`config.mk`:
```
export PLATFORM = sky130hd
export DESIGN_NAME = i2c_master_transaction_sequencer
export DESIGN_NICKNAME = d
export VERILOG_FILES = /design/src/hw/rtl/i2cmts_pkg.sv /design/src/hw/rtl/i2c_master_transaction_sequencer.sv
export SDC_FILE = /design/constraint.sdc
export NUM_CORES = 1
export LEC_CHECK = 0
export ABC_AREA = 1
export BUFFER_PORTS_ARGS = -buffer_cell sky130_fd_sc_hd__buf_2
export CORE_MARGIN = 10
export CORE_UTILIZATION = 28
export DETAILED_ROUTE_END_ITERATION = 16
export SYNTH_ARGS = -nofsm -noshare
export SYNTH_HDL_FRONTEND = slang
export SYNTH_SLANG_ARGS = --single-unit
```
`constraint.sdc`:
```
create_clock -name clk_i -period 3.4 [get_ports clk_i]
set_input_delay 0.68 -clock clk_i [delete_from_list [all_inputs] [get_ports clk_i]]
set_output_delay 0.68 -clock clk_i [all_outputs]
set_load 0.1 [all_outputs]
```
`src/hw/rtl/i2cmts_pkg.sv`:
```
// Shared constants, request and bus action codes for the I2C master
// transaction sequencer. No dependencies.
package i2cmts_pkg;

  localparam int unsigned CmdDepth = 16;
  localparam int unsigned TxDepth  = 32;
  localparam int unsigned CmdAw    = $clog2(CmdDepth);
  localparam int unsigned TxAw     = $clog2(TxDepth);

  localparam int unsigned InDataW  = 56;
  localparam int unsigned OutDataW = 32;

  typedef enum logic [2:0] {
    ReqLoadCmd  = 3'd0,
    ReqLoadTx   = 3'd1,
    ReqBeginWr  = 3'd2,
    ReqBeginRd  = 3'd3,
    ReqProbe    = 3'd4,
    ReqBusEvent = 3'd5,
    ReqTick     = 3'd6
  } req_e;

  typedef enum logic [3:0] {
    ActNone   = 4'd0,
    ActStart  = 4'd1,
    ActSend   = 4'd2,
    ActRecv   = 4'd3,
    ActAck    = 4'd4,
    ActNack   = 4'd5,
    ActStop   = 4'd6,
    ActLow    = 4'd7,
    ActReinit = 4'd8
  } action_e;

  typedef enum logic [1:0] {
    ComplNone = 2'd0,
    ComplOk   = 2'd1,
    ComplFail = 2'd2
  } compl_e;

  localparam logic [1:0] CtrlEnabledClean = 2'd2;

  typedef struct packed {
    logic [7:0] tx_byte;
    logic       rx_valid;
    logic [7:0] rx_index;
    logic [7:0] rx_data;
    logic       accepted;
    logic [1:0] completion;
    logic       busy_res;
  } result_t;

endpackage

```
`src/hw/rtl/i2c_master_transaction_sequencer.sv`:
```
// I2C master transaction sequencer: top level with command and transmit byte
// memories and the phase sequencer. Depends on i2cmts_pkg.
//
// Takes one request beat per clock and returns exactly one result beat for
// each, in order. Throughput is one beat per cycle; the input stalls only
// while a finished result waits in the output register and the sink holds
// m_axis_tready low. Results are registered. The command and transmit buffers
// are memories with one write port and one registered read port: the read
// address always follows the next byte index, so the byte a bus event sends
// is already in the read register when that event arrives; a load to that
// same entry is forwarded into the read register. Buffer entries must be
// loaded before a transfer sends them. After reset the controller is off and
// busy until the first tick reinitializes it. The user must write
// watchdog_reload on the cfg port only while the block is idle (not enforced).
module i2c_master_transaction_sequencer (
  input  logic                              clk_i,
  input  logic                              rst_ni,
  // request stream
  input  logic                              s_axis_tvalid,
  output logic                              s_axis_tready,
  // entry_index[4:0], entry_byte[12:5], device_address[20:13], read_only[21],
  // command_length[26:22], tx_length[32:27], rx_length[40:33],
  // nack_seen[41], rx_byte[49:42], controller_state[51:50], zeros above
  input  logic [i2cmts_pkg::InDataW-1:0]    s_axis_tdata,
  // req_type[2:0]
  input  logic [2:0]                        s_axis_tuser,
  // result stream
  output logic                              m_axis_tvalid,
  input  logic                              m_axis_tready,
  // tx_byte[7:0], rx_valid[8], rx_index[16:9], rx_data[24:17], accepted[25],
  // completion[27:26], busy_res[28], zeros above
  output logic [i2cmts_pkg::OutDataW-1:0]   m_axis_tdata,
  // bus_action[3:0]
  output logic [3:0]                        m_axis_tuser,
  // watchdog_reload write channel
  input  logic                              cfg_valid_i,
  output logic                              cfg_ready_o,
  input  logic [3:0]                        cfg_data_i
);
  import i2cmts_pkg::*;

  typedef enum logic [3:0] {
    PhIdle     = 4'd0,
    PhWrAddr   = 4'd1,
    PhCmd      = 4'd2,
    PhTxData   = 4'd3,
    PhWStop    = 4'd4,
    PhDone     = 4'd5,
    PhRdStart  = 4'd6,
    PhRdAddr   = 4'd7,
    PhRecEn    = 4'd8,
    PhRecStore = 4'd9,
    PhReRec    = 4'd10,
    PhStopRead = 4'd11
  } phase_e;

  // request fields
  req_e       req;
  logic [4:0] entry_index;
  logic [7:0] entry_byte;
  logic [7:0] device_address;
  logic       read_only;
  logic [4:0] command_length;
  logic [5:0] tx_length;
  logic [7:0] rx_length;
  logic       nack_seen;
  logic [7:0] rx_byte;
  logic [1:0] controller_state;

  assign req              = req_e'(s_axis_tuser);
  assign entry_index      = s_axis_tdata[4:0];
  assign entry_byte       = s_axis_tdata[12:5];
  assign device_address   = s_axis_tdata[20:13];
  assign read_only        = s_axis_tdata[21];
  assign command_length   = s_axis_tdata[26:22];
  assign tx_length        = s_axis_tdata[32:27];
  assign rx_length        = s_axis_tdata[40:33];
  assign nack_seen        = s_axis_tdata[41];
  assign rx_byte          = s_axis_tdata[49:42];
  assign controller_state = s_axis_tdata[51:50];

  // sequencer state
  phase_e     phase_q, phase_d;
  logic [7:0] byte_index_q, byte_index_d;
  logic [7:0] address_q, address_d;
  logic       ro_q, ro_d;
  logic [4:0] cmd_cnt_q, cmd_cnt_d;
  logic [5:0] tx_cnt_q, tx_cnt_d;
  logic [7:0] rx_cnt_q, rx_cnt_d;
  logic       busy_q, busy_d;
  logic [3:0] wd_q, wd_d;
  logic       ctrl_on_q, ctrl_on_d;
  logic [3:0] wd_reload_q;

  // byte memories
  logic [7:0] cmd_mem [CmdDepth];
  logic [7:0] tx_mem  [TxDepth];
  logic [7:0] cmd_rd_q, tx_rd_q;
  logic       cmd_we, tx_we;
  logic [CmdAw-1:0] cmd_waddr, cmd_raddr;
  logic [TxAw-1:0]  tx_waddr, tx_raddr;

  // output register
  logic       out_valid_q;
  action_e    act_q, act_d;
  result_t    res_q, res_d;
  logic       fire;

  assign s_axis_tready = !out_valid_q || m_axis_tready;
  assign fire          = s_axis_tvalid && s_axis_tready;
  assign cfg_ready_o   = 1'b1;

  assign cmd_we    = fire && (req == ReqLoadCmd) && ({3'b0, entry_index} < 8'(CmdDepth));
  assign tx_we     = fire && (req == ReqLoadTx) && ({3'b0, entry_index} < 8'(TxDepth));
  assign cmd_waddr = entry_index[CmdAw-1:0];
  assign tx_waddr  = entry_index[TxAw-1:0];
  // prefetch the entry the next bus event will send
  assign cmd_raddr = byte_index_d[CmdAw-1:0];
  assign tx_raddr  = byte_index_d[TxAw-1:0];

  always_ff @(posedge clk_i) begin
    if (cmd_we) begin
      cmd_mem[cmd_waddr] <= entry_byte;
    end
    if (tx_we) begin
      tx_mem[tx_waddr] <= entry_byte;
    end
    if (cmd_we && (cmd_waddr == cmd_raddr)) begin
      cmd_rd_q <= entry_byte;
    end else begin
      cmd_rd_q <= cmd_mem[cmd_raddr];
    end
    if (tx_we && (tx_waddr == tx_raddr)) begin
      tx_rd_q <= entry_byte;
    end else begin
      tx_rd_q <= tx_mem[tx_raddr];
    end
  end

  always_comb begin
    logic [7:0] bi_inc;
    logic       fail;
    bi_inc       = byte_index_q + 8'd1;
    fail         = 1'b0;
    phase_d      = phase_q;
    byte_index_d = byte_index_q;
    address_d    = address_q;
    ro_d         = ro_q;
    cmd_cnt_d    = cmd_cnt_q;
    tx_cnt_d     = tx_cnt_q;
    rx_cnt_d     = rx_cnt_q;
    busy_d       = busy_q;
    wd_d         = wd_q;
    ctrl_on_d    = ctrl_on_q;
    act_d        = ActNone;
    res_d        = '0;

    if (fire) begin
      case (req)
        ReqBeginWr, ReqBeginRd, ReqProbe: begin
          if (ctrl_on_q && (controller_state == CtrlEnabledClean) && !busy_q) begin
            busy_d       = 1'b1;
            wd_d         = wd_reload_q;
            address_d    = device_address;
            byte_index_d = '0;
            ro_d         = 1'b0;
            cmd_cnt_d    = '0;
            tx_cnt_d     = '0;
            rx_cnt_d     = '0;
            if (req == ReqBeginWr) begin
              cmd_cnt_d = (command_length > 5'(CmdDepth)) ? 5'(CmdDepth) : command_length;
              tx_cnt_d  = (tx_length > 6'(TxDepth)) ? 6'(TxDepth) : tx_length;
            end else if (req == ReqBeginRd) begin
              ro_d      = read_only;
              cmd_cnt_d = (command_length > 5'(CmdDepth)) ? 5'(CmdDepth) : command_length;
              rx_cnt_d  = rx_length;
            end
            phase_d        = (req == ReqBeginRd && read_only) ? PhRdAddr : PhWrAddr;
            act_d          = ActStart;
            res_d.accepted = 1'b1;
          end
        end
        ReqBusEvent: begin
          if (ctrl_on_q && (phase_q != PhIdle)) begin
            wd_d = wd_reload_q;
            case (phase_q)
              PhWrAddr: begin
                act_d         = ActSend;
                res_d.tx_byte = {address_q[7:1], 1'b0};
                phase_d       = PhCmd;
              end
              PhCmd: begin
                if (nack_seen) begin
                  fail = 1'b1;
                end else if (cmd_cnt_q == '0) begin
                  act_d   = ActStop;
                  phase_d = PhDone;
                end else begin
                  act_d         = ActSend;
                  res_d.tx_byte = (byte_index_q < 8'(CmdDepth)) ? cmd_rd_q : 8'd0;
                  byte_index_d  = bi_inc;
                  if (bi_inc >= {3'b0, cmd_cnt_q}) begin
                    byte_index_d = '0;
                    phase_d      = (rx_cnt_q != '0) ? PhRdStart : PhTxData;
                  end
                end
              end
              PhTxData: begin
                if (nack_seen) begin
                  fail = 1'b1;
                end else if (byte_index_q >= {2'b0, tx_cnt_q}) begin
                  act_d   = ActStop;
                  phase_d = PhDone;
                end else begin
                  act_d         = ActSend;
                  res_d.tx_byte = (byte_index_q < 8'(TxDepth)) ? tx_rd_q : 8'd0;
                  byte_index_d  = bi_inc;
                  if (bi_inc >= {2'b0, tx_cnt_q}) begin
                    phase_d = (rx_cnt_q == '0) ? PhWStop : PhRdStart;
                  end
                end
              end
              PhWStop, PhStopRead: begin
                act_d   = ActStop;
                phase_d = PhDone;
              end
              PhDone: begin
                busy_d           = 1'b0;
                res_d.completion = ComplOk;
                phase_d          = PhIdle;
              end
              PhRdStart: begin
                byte_index_d = '0;
                act_d        = ActStart;
                phase_d      = PhRdAddr;
              end
              PhRdAddr: begin
                act_d         = ActSend;
                res_d.tx_byte = address_q | 8'h01;
                byte_index_d  = '0;
                phase_d       = PhRecEn;
              end
              PhRecEn: begin
                if (nack_seen) begin
                  fail = 1'b1;
                end else begin
                  act_d   = ActRecv;
                  phase_d = PhRecStore;
                end
              end
              PhRecStore: begin
                res_d.rx_valid = 1'b1;
                res_d.rx_index = byte_index_q;
                res_d.rx_data  = rx_byte;
                byte_index_d   = bi_inc;
                // last byte, or the index wrapped: refuse further data
                if (bi_inc >= rx_cnt_q || bi_inc == '0) begin
                  act_d   = ActNack;
                  phase_d = PhStopRead;
                end else begin
                  act_d   = ActAck;
                  phase_d = PhReRec;
                end
              end
              PhReRec: begin
                act_d   = ActRecv;
                phase_d = PhRecStore;
              end
              default: begin
                phase_d = PhIdle;
              end
            endcase
            if (fail) begin
              act_d            = ActStop;
              res_d.completion = ComplFail;
              phase_d          = PhIdle;
              busy_d           = 1'b0;
            end
          end
        end
        ReqTick: begin
          if (!ctrl_on_q) begin
            ctrl_on_d = 1'b1;
            phase_d   = PhIdle;
            busy_d    = 1'b0;
            act_d     = ActReinit;
          end else if (busy_q) begin
            if (wd_q == '0) begin
              // stalled transfer: abort and drop the controller
              phase_d          = PhIdle;
              ctrl_on_d        = 1'b0;
              act_d            = ActLow;
              res_d.completion = ComplFail;
              wd_d             = wd_reload_q;
            end else begin
              wd_d = wd_q - 4'd1;
            end
          end
        end
        default: begin
        end
      endcase
      res_d.busy_res = busy_d;
    end
  end

  always_ff @(posedge clk_i or negedge rst_ni) begin
    if (!rst_ni) begin
      phase_q      <= PhIdle;
      byte_index_q <= '0;
      address_q    <= '0;
      ro_q         <= 1'b0;
      cmd_cnt_q    <= '0;
      tx_cnt_q     <= '0;
      rx_cnt_q     <= '0;
      busy_q       <= 1'b1;
      wd_q         <= '0;
      ctrl_on_q    <= 1'b0;
      wd_reload_q  <= 4'd3;
      out_valid_q  <= 1'b0;
      act_q        <= ActNone;
      res_q        <= '0;
    end else begin
      phase_q      <= phase_d;
      byte_index_q <= byte_index_d;
      address_q    <= address_d;
      ro_q         <= ro_d;
      cmd_cnt_q    <= cmd_cnt_d;
      tx_cnt_q     <= tx_cnt_d;
      rx_cnt_q     <= rx_cnt_d;
      busy_q       <= busy_d;
      wd_q         <= wd_d;
      ctrl_on_q    <= ctrl_on_d;
      if (cfg_valid_i) begin
        wd_reload_q <= cfg_data_i;
      end
      // result payload, hold while stalled
      if (fire) begin
        out_valid_q <= 1'b1;
        act_q       <= act_d;
        res_q       <= res_d;
      end else if (m_axis_tready) begin
        out_valid_q <= 1'b0;
      end
    end
  end

  assign m_axis_tvalid = out_valid_q;
  assign m_axis_tuser  = act_q;
  assign m_axis_tdata  = {3'b0, res_q.busy_res, res_q.completion, res_q.accepted,
                          res_q.rx_data, res_q.rx_index, res_q.rx_valid, res_q.tx_byte};

  a_busy_in_transfer: assert property (@(posedge clk_i) disable iff (!rst_ni)
    (phase_q != PhIdle) |-> busy_q)
    else $error("transfer phase active while not busy");

  a_off_is_idle: assert property (@(posedge clk_i) disable iff (!rst_ni)
    !ctrl_on_q |-> (phase_q == PhIdle))
    else $error("controller off with a transfer phase active");

  a_accept_starts: assert property (@(posedge clk_i) disable iff (!rst_ni)
    (out_valid_q && res_q.accepted) |-> (act_q == ActStart && res_q.busy_res))
    else $error("accepted begin without start and busy");

  a_reinit_clears_busy: assert property (@(posedge clk_i) disable iff (!rst_ni)
    (fire && req == ReqTick && !ctrl_on_q) |=> (ctrl_on_q && !busy_q))
    else $error("reinit tick did not enable and clear busy");

endmodule

```
==> results.cfg, run 1 <==
[route]
drc_errors = 0
route.detailed.wl_per_inst_um = 18.6
ant_nets = 0
vias_per_cell = 4.92
drtIter0Drc = 1401
vias = 14200
firstDrtPassIters = 5
routed_wl_um = 53800

[yosys]
synthSimpleGateAreaFrac_pct = 13.5
ys_types = 51
synthCells = 1806
synth_ff_type = edfxtp_1
synth_top_area_share_pct = 57.2
synth_mux_area_share_pct = 0.223
synth_edf_count = 384
avgSynthCellArea_sq_um = 11.2
synth_xor_area_share_pct = 0.130
synth_top_area_cell = edfxtp_1
yosysSeqAreaShare_pct = 67.9
yosysMostFrequentCell = edfxtp_1
synth_top_family_by_area = simple AND/OR/NAND/NOR gates
synthTopCellsByArea = edfxtp_1 57%, dfrtp_1 9.8%, o21ai_0 6.6%, nor2_1 5.4%, nand2_1 4.5%
synth_compound_area_share_pct = 12.4
async_flop_share_pct = 17.4
synthAdderAreaFrac_pct = 1.68
synth_top_cells_by_count = 384 x edfxtp_1, 291 x nor2_1, 267 x o21ai_0
synth-seq-cells = 471
synth_area_sq_um = 20200
ys_warn_count = 0

[cells_and_area]
drive_above_1_share_pct = 12.1
final_util_pct = 32.6
syn_to_final_growth_pct = 15.7
fin_cells = 2889
diodes = 0
nNetsFinal = 2000

[floorplanning]
start_util_pct = 28.2
io_pins = 107
dieWidth_um = 288
die_h_um = 288
die_area_sq_um = 83100
core_sq_um = 71500
num_rows = 98

[place]
hpwl_um = 34400
port_buffers = 97
globalplace.congestion = 0.908
dpl.cell_count = 2807

[grt]
grt_pass1_vias = 13700
grtUsageTotal_pct = 12.4
grt-ovfl-total = 0
antenna_found_initial = 2
grt_pass1_wl_um = 81300
grt_start_max_net_pins = 136

[timing]
setup_viol = 0
fin_crit_sh_pct = 81.7
slew_violations = 0
rsz0062_at_grt = no
fin_crit_ns = 2.78
hold_slack_ns = 0.182
worst_pin_slew_ns = 1.11
slew_headroom_pct = 25.8
max_freq_mhz = 360
fin_tns_setup_ns = 0
hold_violations = 0
finalClockSkew_ns = 0.0249

[critical_path]
cp.arrival_ns = 3.28
worstPathMaxFanout = 8
cp-start-kind = flip-flop
rrSetupSlack_ns = 0.62
r2r-end = byte_index_q[4]
cp-end-kind = flip-flop
r2r-start = byte_index_q[0]
worstSetupPathType = flip-flop to flip-flop
required_ns = 3.90
reg2regPathDepth = 17

[clock_network]
root_buffer = clkbuf_16
cts_buffer_depth = 3
cts_tree = done
cts_buffers = 46
clock_latency_ns = 0.58
cts_hold_buffers = 0
clock-sinks = 471
path_clk_slew_ns = 0.06
htree_levels = 2
cts-resized-gates = 0
post-cts-setup-buffers = 0

[power]
swShare_pct = 30.0
p_comb_share_pct = 19.4
p_seq_share_pct = 46.1
total_power_mw = 14.2
clockPowerShare_pct = 34.5
switching_power_mw = 4.27
p_per_area_nw_per_um2 = 611
ir_drop_v = 0.000403
intPower_mw = 9.98
leakage_nw = 8.60

[run]
maxCapViolCount = 0

[hold_path]
min_path_type = input port to async pin

[run_status]
status = finished clean
==> state kept, by name, summed over array words and instances, names as in the netlist, 4 cells and up, named ones only <==
signal,count
address_q,7
byte_index_q,8
cmd_cnt_q,5
cmd_mem,128
m_axis_tdata,29
m_axis_tuser,4
phase_q,4
rx_cnt_q,8
tx_cnt_q,6
tx_mem,256
wd_q,4
wd_reload_q,4
==> worst max-delay path: stages (launching register included) <==
cell and delay [ns]:
dfrtp_1 0.50, ha_1 0.27, nand2_1 0.10, inv_1 0.06, nor2_1 0.29, ha_1 0.30, a21boi_0 0.11, o21ai_0 0.17
nand2_1 0.07, nand2_1 0.07, nand3_1 0.12, o21ai_0 0.10, nand2_1 0.06, nand2_1 0.21, nand2_1 0.09, nand2_1 0.07
nand2_1 0.04, nand2_1 0.08
==> cell type report <==
type                       count  area, sq um
fill                        7098        48200
sequential                   471        13700
multi-input combinational   1122         5650
clock buffer                  62         1230
tap                          950         1190
timing repair buffer         146          931
inverter                     118          445
clock inverter                20          193
==> layer usage <==
metal,GRT usage [%],vias up,wire length [um]
li1,-,6634,-
met1,17.5,6967,23900
met2,19.2,523,24300
met3,2.52,83,4320
met4,3.44,4,1170
met5,0,-,30
==> logic make-up after synthesis <==
logic type,Yosys count
adders and majority gates,27
AOI/OAI and AO/OA,422
DFF,471
other,2
xor gates and xnor gates,3
buffers and inverters,215
and+or+nand+nor,662
muxes,4
==> layout by cell type, fill, tap and decap left out, types with 10 or more instances in the layout <==
| cell type | synthesis | layout |
|---|---|---|
| a21oi_1 | 29 | 29 |
| buf_2 | 8 | 96 |
| buf_4 | 4 | 44 |
| clkbuf_1 | 83 | 15 |
| clkbuf_16 | 0 | 47 |
| clkinv_1 | 2 | 10 |
| dfrtp_1 | 79 | 79 |
| edfxtp_1 | 384 | 384 |
| ha_1 | 27 | 27 |
| inv_1 | 114 | 112 |
| nand2_1 | 241 | 241 |
| nand3_1 | 83 | 83 |
| nand4_1 | 21 | 21 |
| nor2_1 | 291 | 290 |
| nor3_1 | 13 | 13 |
| o21ai_0 | 267 | 267 |
| o221ai_1 | 64 | 64 |
| o22ai_1 | 31 | 31 |
==> power by group through the flow <==
stage	sequential (mW)	clock [mW]	combinational, mW
3_3_place_gp	6.67	0	2.66
4_1_cts	6.56	5.00	2.76
6_report	6.56	4.92	2.77
2_1_floorplan	6.70	0	1.81
5_1_grt	6.58	5.24	3.11
3_5_place_dp	6.68	0	2.75
==> per-stage QoR <==
stage               setup WS [ns]  area [sq um]
global route                0.246         23300
CTS                         0.617         23300
floorplan                  0.0663         20200
finish                      0.624         23300
detailed placement          0.526         21900
global placement            0.576         21900
==> worst max-delay path by stage <==
stage / startpoint / end / slack [ns] / cells past startpoint
2_1_floorplan: m_axis_tvalid / tx_mem[10][0] / 0.07 / 8
3_3_place_gp: m_axis_tready / cmd_mem[6][2] / 0.58 / 7
3_5_place_dp: m_axis_tready / cmd_mem[10][3] / 0.53 / 7
4_1_cts: byte_index_q[0] / m_axis_tuser[0] / 0.62 / 15
5_1_grt: byte_index_q[0] / byte_index_q[1] / 0.25 / 17
6_report: byte_index_q[0] / byte_index_q[4] / 0.62 / 17
No activity file was read; power rests on OpenSTA's default activity.
==> run 2, diff against run 1 <==
--- a/config.mk
+++ b/config.mk
@@ -5,7 +5,7 @@
 export SDC_FILE = /design/constraint.sdc
 export NUM_CORES = 1
 export LEC_CHECK = 0
-export ABC_AREA = 1
+export ABC_AREA = 0
 export BUFFER_PORTS_ARGS = -buffer_cell sky130_fd_sc_hd__buf_2
 export CORE_MARGIN = 10
 export CORE_UTILIZATION = 28
==> constraint.sdc (replaced) <==
create_clock -name clk_i -period 2.62 [get_ports clk_i]
set_input_delay 0.524 -clock clk_i [delete_from_list [all_inputs] [get_ports clk_i]]
set_output_delay 0.524 -clock clk_i [all_outputs]
set_load 0.1 [all_outputs]
==> results.cfg, run 2 <==
[yosys]
async_flop_share_pct = 17.4
yosysMostFrequentCell = edfxtp_1
avgSynthCellArea_sq_um = 16.8
synth_edf_count = 384
synth_top_area_share_pct = 58.2
synth-seq-cells = 471
synth_area_sq_um = 19800
ys_warn_count = 0
synth_top_cells_by_count = 384 x edfxtp_1, 112 x mux4_2, 86 x nand2_1
synth_top_area_cell = edfxtp_1
synthTopCellsByArea = edfxtp_1 58%, mux4_2 13%, dfrtp_1 10%, ha_1 1.7%, nand2_1 1.6%
synthCells = 1179
yosysSeqAreaShare_pct = 69.1
synth_ff_type = edfxtp_1
ys_types = 69

[cells_and_area]
final_common_cell = edfxtp_1
finish.instance_area_sq_um = 24400
nNetsFinal = 1502
syn_to_final_growth_pct = 23.3
drive_above_1_share_pct = 34.9
largest_reg_flops = 256
final_cell_mix = 384 x edfxtp_1, 125 x buf_4, 112 x mux4_2, 96 x buf_2, 83 x nand2_1
top_register = tx_mem

[critical_path]
worstSetupPathType = flip-flop to flip-flop
reg2regPathDepth = 10
r2r-start = byte_index_q[0]
rrSetupSlack_ns = -0.13
cp.arrival_ns = 3.20
r2r-end = phase_q[1]
path_cells = ha_4 -> nor2b_4 -> or2_4 -> ha_4 -> a2111o_1 -> a311oi_2 -> o21ai_2 -> o2111ai_2 -> nor2_4 -> mux2_4
slowest_delay_ns = 0.46
required_ns = 3.07
cp-start-kind = flip-flop
cp-end-kind = flip-flop
worst_path_max_delay_cell = dfrtp_2
timing.critical_path.mode_cell = ha_4
worstPathMaxFanout = 4

[clock_network]
clock-sinks = 471
root_buffer = clkbuf_16
cts_buffer_depth = 3
htree_levels = 2
cts_buffers = 47
path_clk_slew_ns = 0.06
cts_tree = done
clock_latency_ns = 0.59

[grt]
antenna_found_initial = 2
grt_start_max_net_pins = 49
grt_pass1_vias = 11800
grt_pass1_wl_um = 73600
grt-ovfl-total = 0
grtUsageTotal_pct = 11.6

[place]
pre_cts_ws_ns = -0.274
place_area_sq_um = 22500
hpwl_um = 32500
globalplace.congestion = 0.882
port_buffers = 97

[timing]
slew_headroom_pct = 37.8
fin_crit_ns = 2.75
worst_pin_slew_ns = 0.933
rsz0062_at_grt = yes
slew_violations = 0
finalClockSkew_ns = 0.0227
hold_violations = 0
worst_slack_ns = -0.127
setup_viol = 10
max_freq_mhz = 364
fin_crit_sh_pct = 105

[floorplanning]
core_sq_um = 70100
io_pins = 107
dieWidth_um = 286
die_area_sq_um = 81800
num_rows = 97
start_util_pct = 28.2
die_h_um = 286

[hold_path]
whs_path_depth = 3
min_to = wd_reload_q[0]
hp-start = cfg_data_i[0]
min_path_type = input port to flip-flop

[power]
leakage_nw = 8.32
p_per_area_nw_per_um2 = 662
total_power_mw = 16.2
ir_drop_v = 0.000394

[route]
vias = 11400
vias_per_cell = 4.79
ant_nets = 0
routed_wl_um = 48800
drtIter0Drc = 706
route.detailed.wl_per_inst_um = 20.5
firstDrtPassIters = 5
drc_errors = 0

[run]
maxCapViolCount = 0

[run_status]
violations = setup timing
status = finished with violations
## run 2: cells by family after synthesis
family | count (synthesis) | share of synthesized area [%]
DFF | 471 | 69.1
and+or+nand+nor | 260 | 6.20
AOI/OAI and AO/OA | 176 | 6.40
muxes | 143 | 14.4
buffers and inverters | 96 | 2.05
adders and majority gates | 27 | 1.70
xor gates and xnor gates | 4 | 0.177
other | 2 | 0.0379
## run 2: layout make-up
type,instances,area [sq um]
Antenna cell,2,5.00
Clock buffer,60,1250
Clock inverter,25,294
Fill cell,6694,45700
Inverter,27,101
Multi-Input combinational cell,614,6080
Sequential cell,471,13700
Tap cell,940,1180
Timing Repair Buffer,246,1840
## run 2: per-stage QoR
stage	utilization (%)	hold WS [ns]	cells	TNS [ns]
2_1_floorplan	-	0.228	1181	-5.16
3_3_place_gp	32.1	0.456	2284	-3.38
3_5_place_dp	32.1	0.459	2284	-3.25
4_1_cts	34.6	0.145	2376	-0.275
5_1_grt	34.8	0.150	2383	-1.69
6_report	34.8	0.172	2385	-0.823
## run 2: worst max path at each step
stage                          from              end  slack (ns)  cells after the start
detailed placement  byte_index_q[0]       phase_q[1]       -0.27                     10
floorplan             m_axis_tvalid    tx_mem[28][0]       -0.04                      6
global route        byte_index_q[0]       phase_q[0]       -0.18                     13
finish              byte_index_q[0]       phase_q[1]       -0.13                     10
global placement    byte_index_q[1]  byte_index_q[3]       -0.27                     11
CTS                 byte_index_q[0]       phase_q[2]       -0.09                     10
## run 2: what timing repair did
item / in CTS / in global routing
setup endpoints to repair: 18 / 20
hold buffers: 1 / 0
hold endpoints to repair: 40 / 0
buffers inserted: 6 / 7
gates resized for setup: 32 / 29
pin swaps: 12 / 17
## run 2: power by group
| group | switching, mW | internal [mW] |
|---|---|---|
| sequential | 0.0824 | 8.21 |
| combinational | 0.737 | 0.350 |
| clock | 2.90 | 3.89 |
| total | 3.72 | 12.5 |
## run 2: metal layers
layer / vias to the layer above / wire length, um / global-route usage, % / part of all wire, %
met2: 315 / 23000 / 18.9 / 47
met5: - / 0 / 0 / 0
met1: 5925 / 21800 / 15.6 / 45
met4: 0 / 1110 / 2.96 / 2.3
met3: 78 / 2900 / 2.53 / 5.9
li1: 5118 / - / - / -
## run 2: critical path, delay by kind of cell (launching register included)
| family | cells | cell delay [ns] |
|---|---|---|
| AOI/OAI and AO/OA | 4 | 1.05 |
| DFF | 1 | 0.46 |
| and+or+nand+nor | 3 | 0.44 |
| adders and majority gates | 2 | 0.35 |
| muxes | 1 | 0.31 |
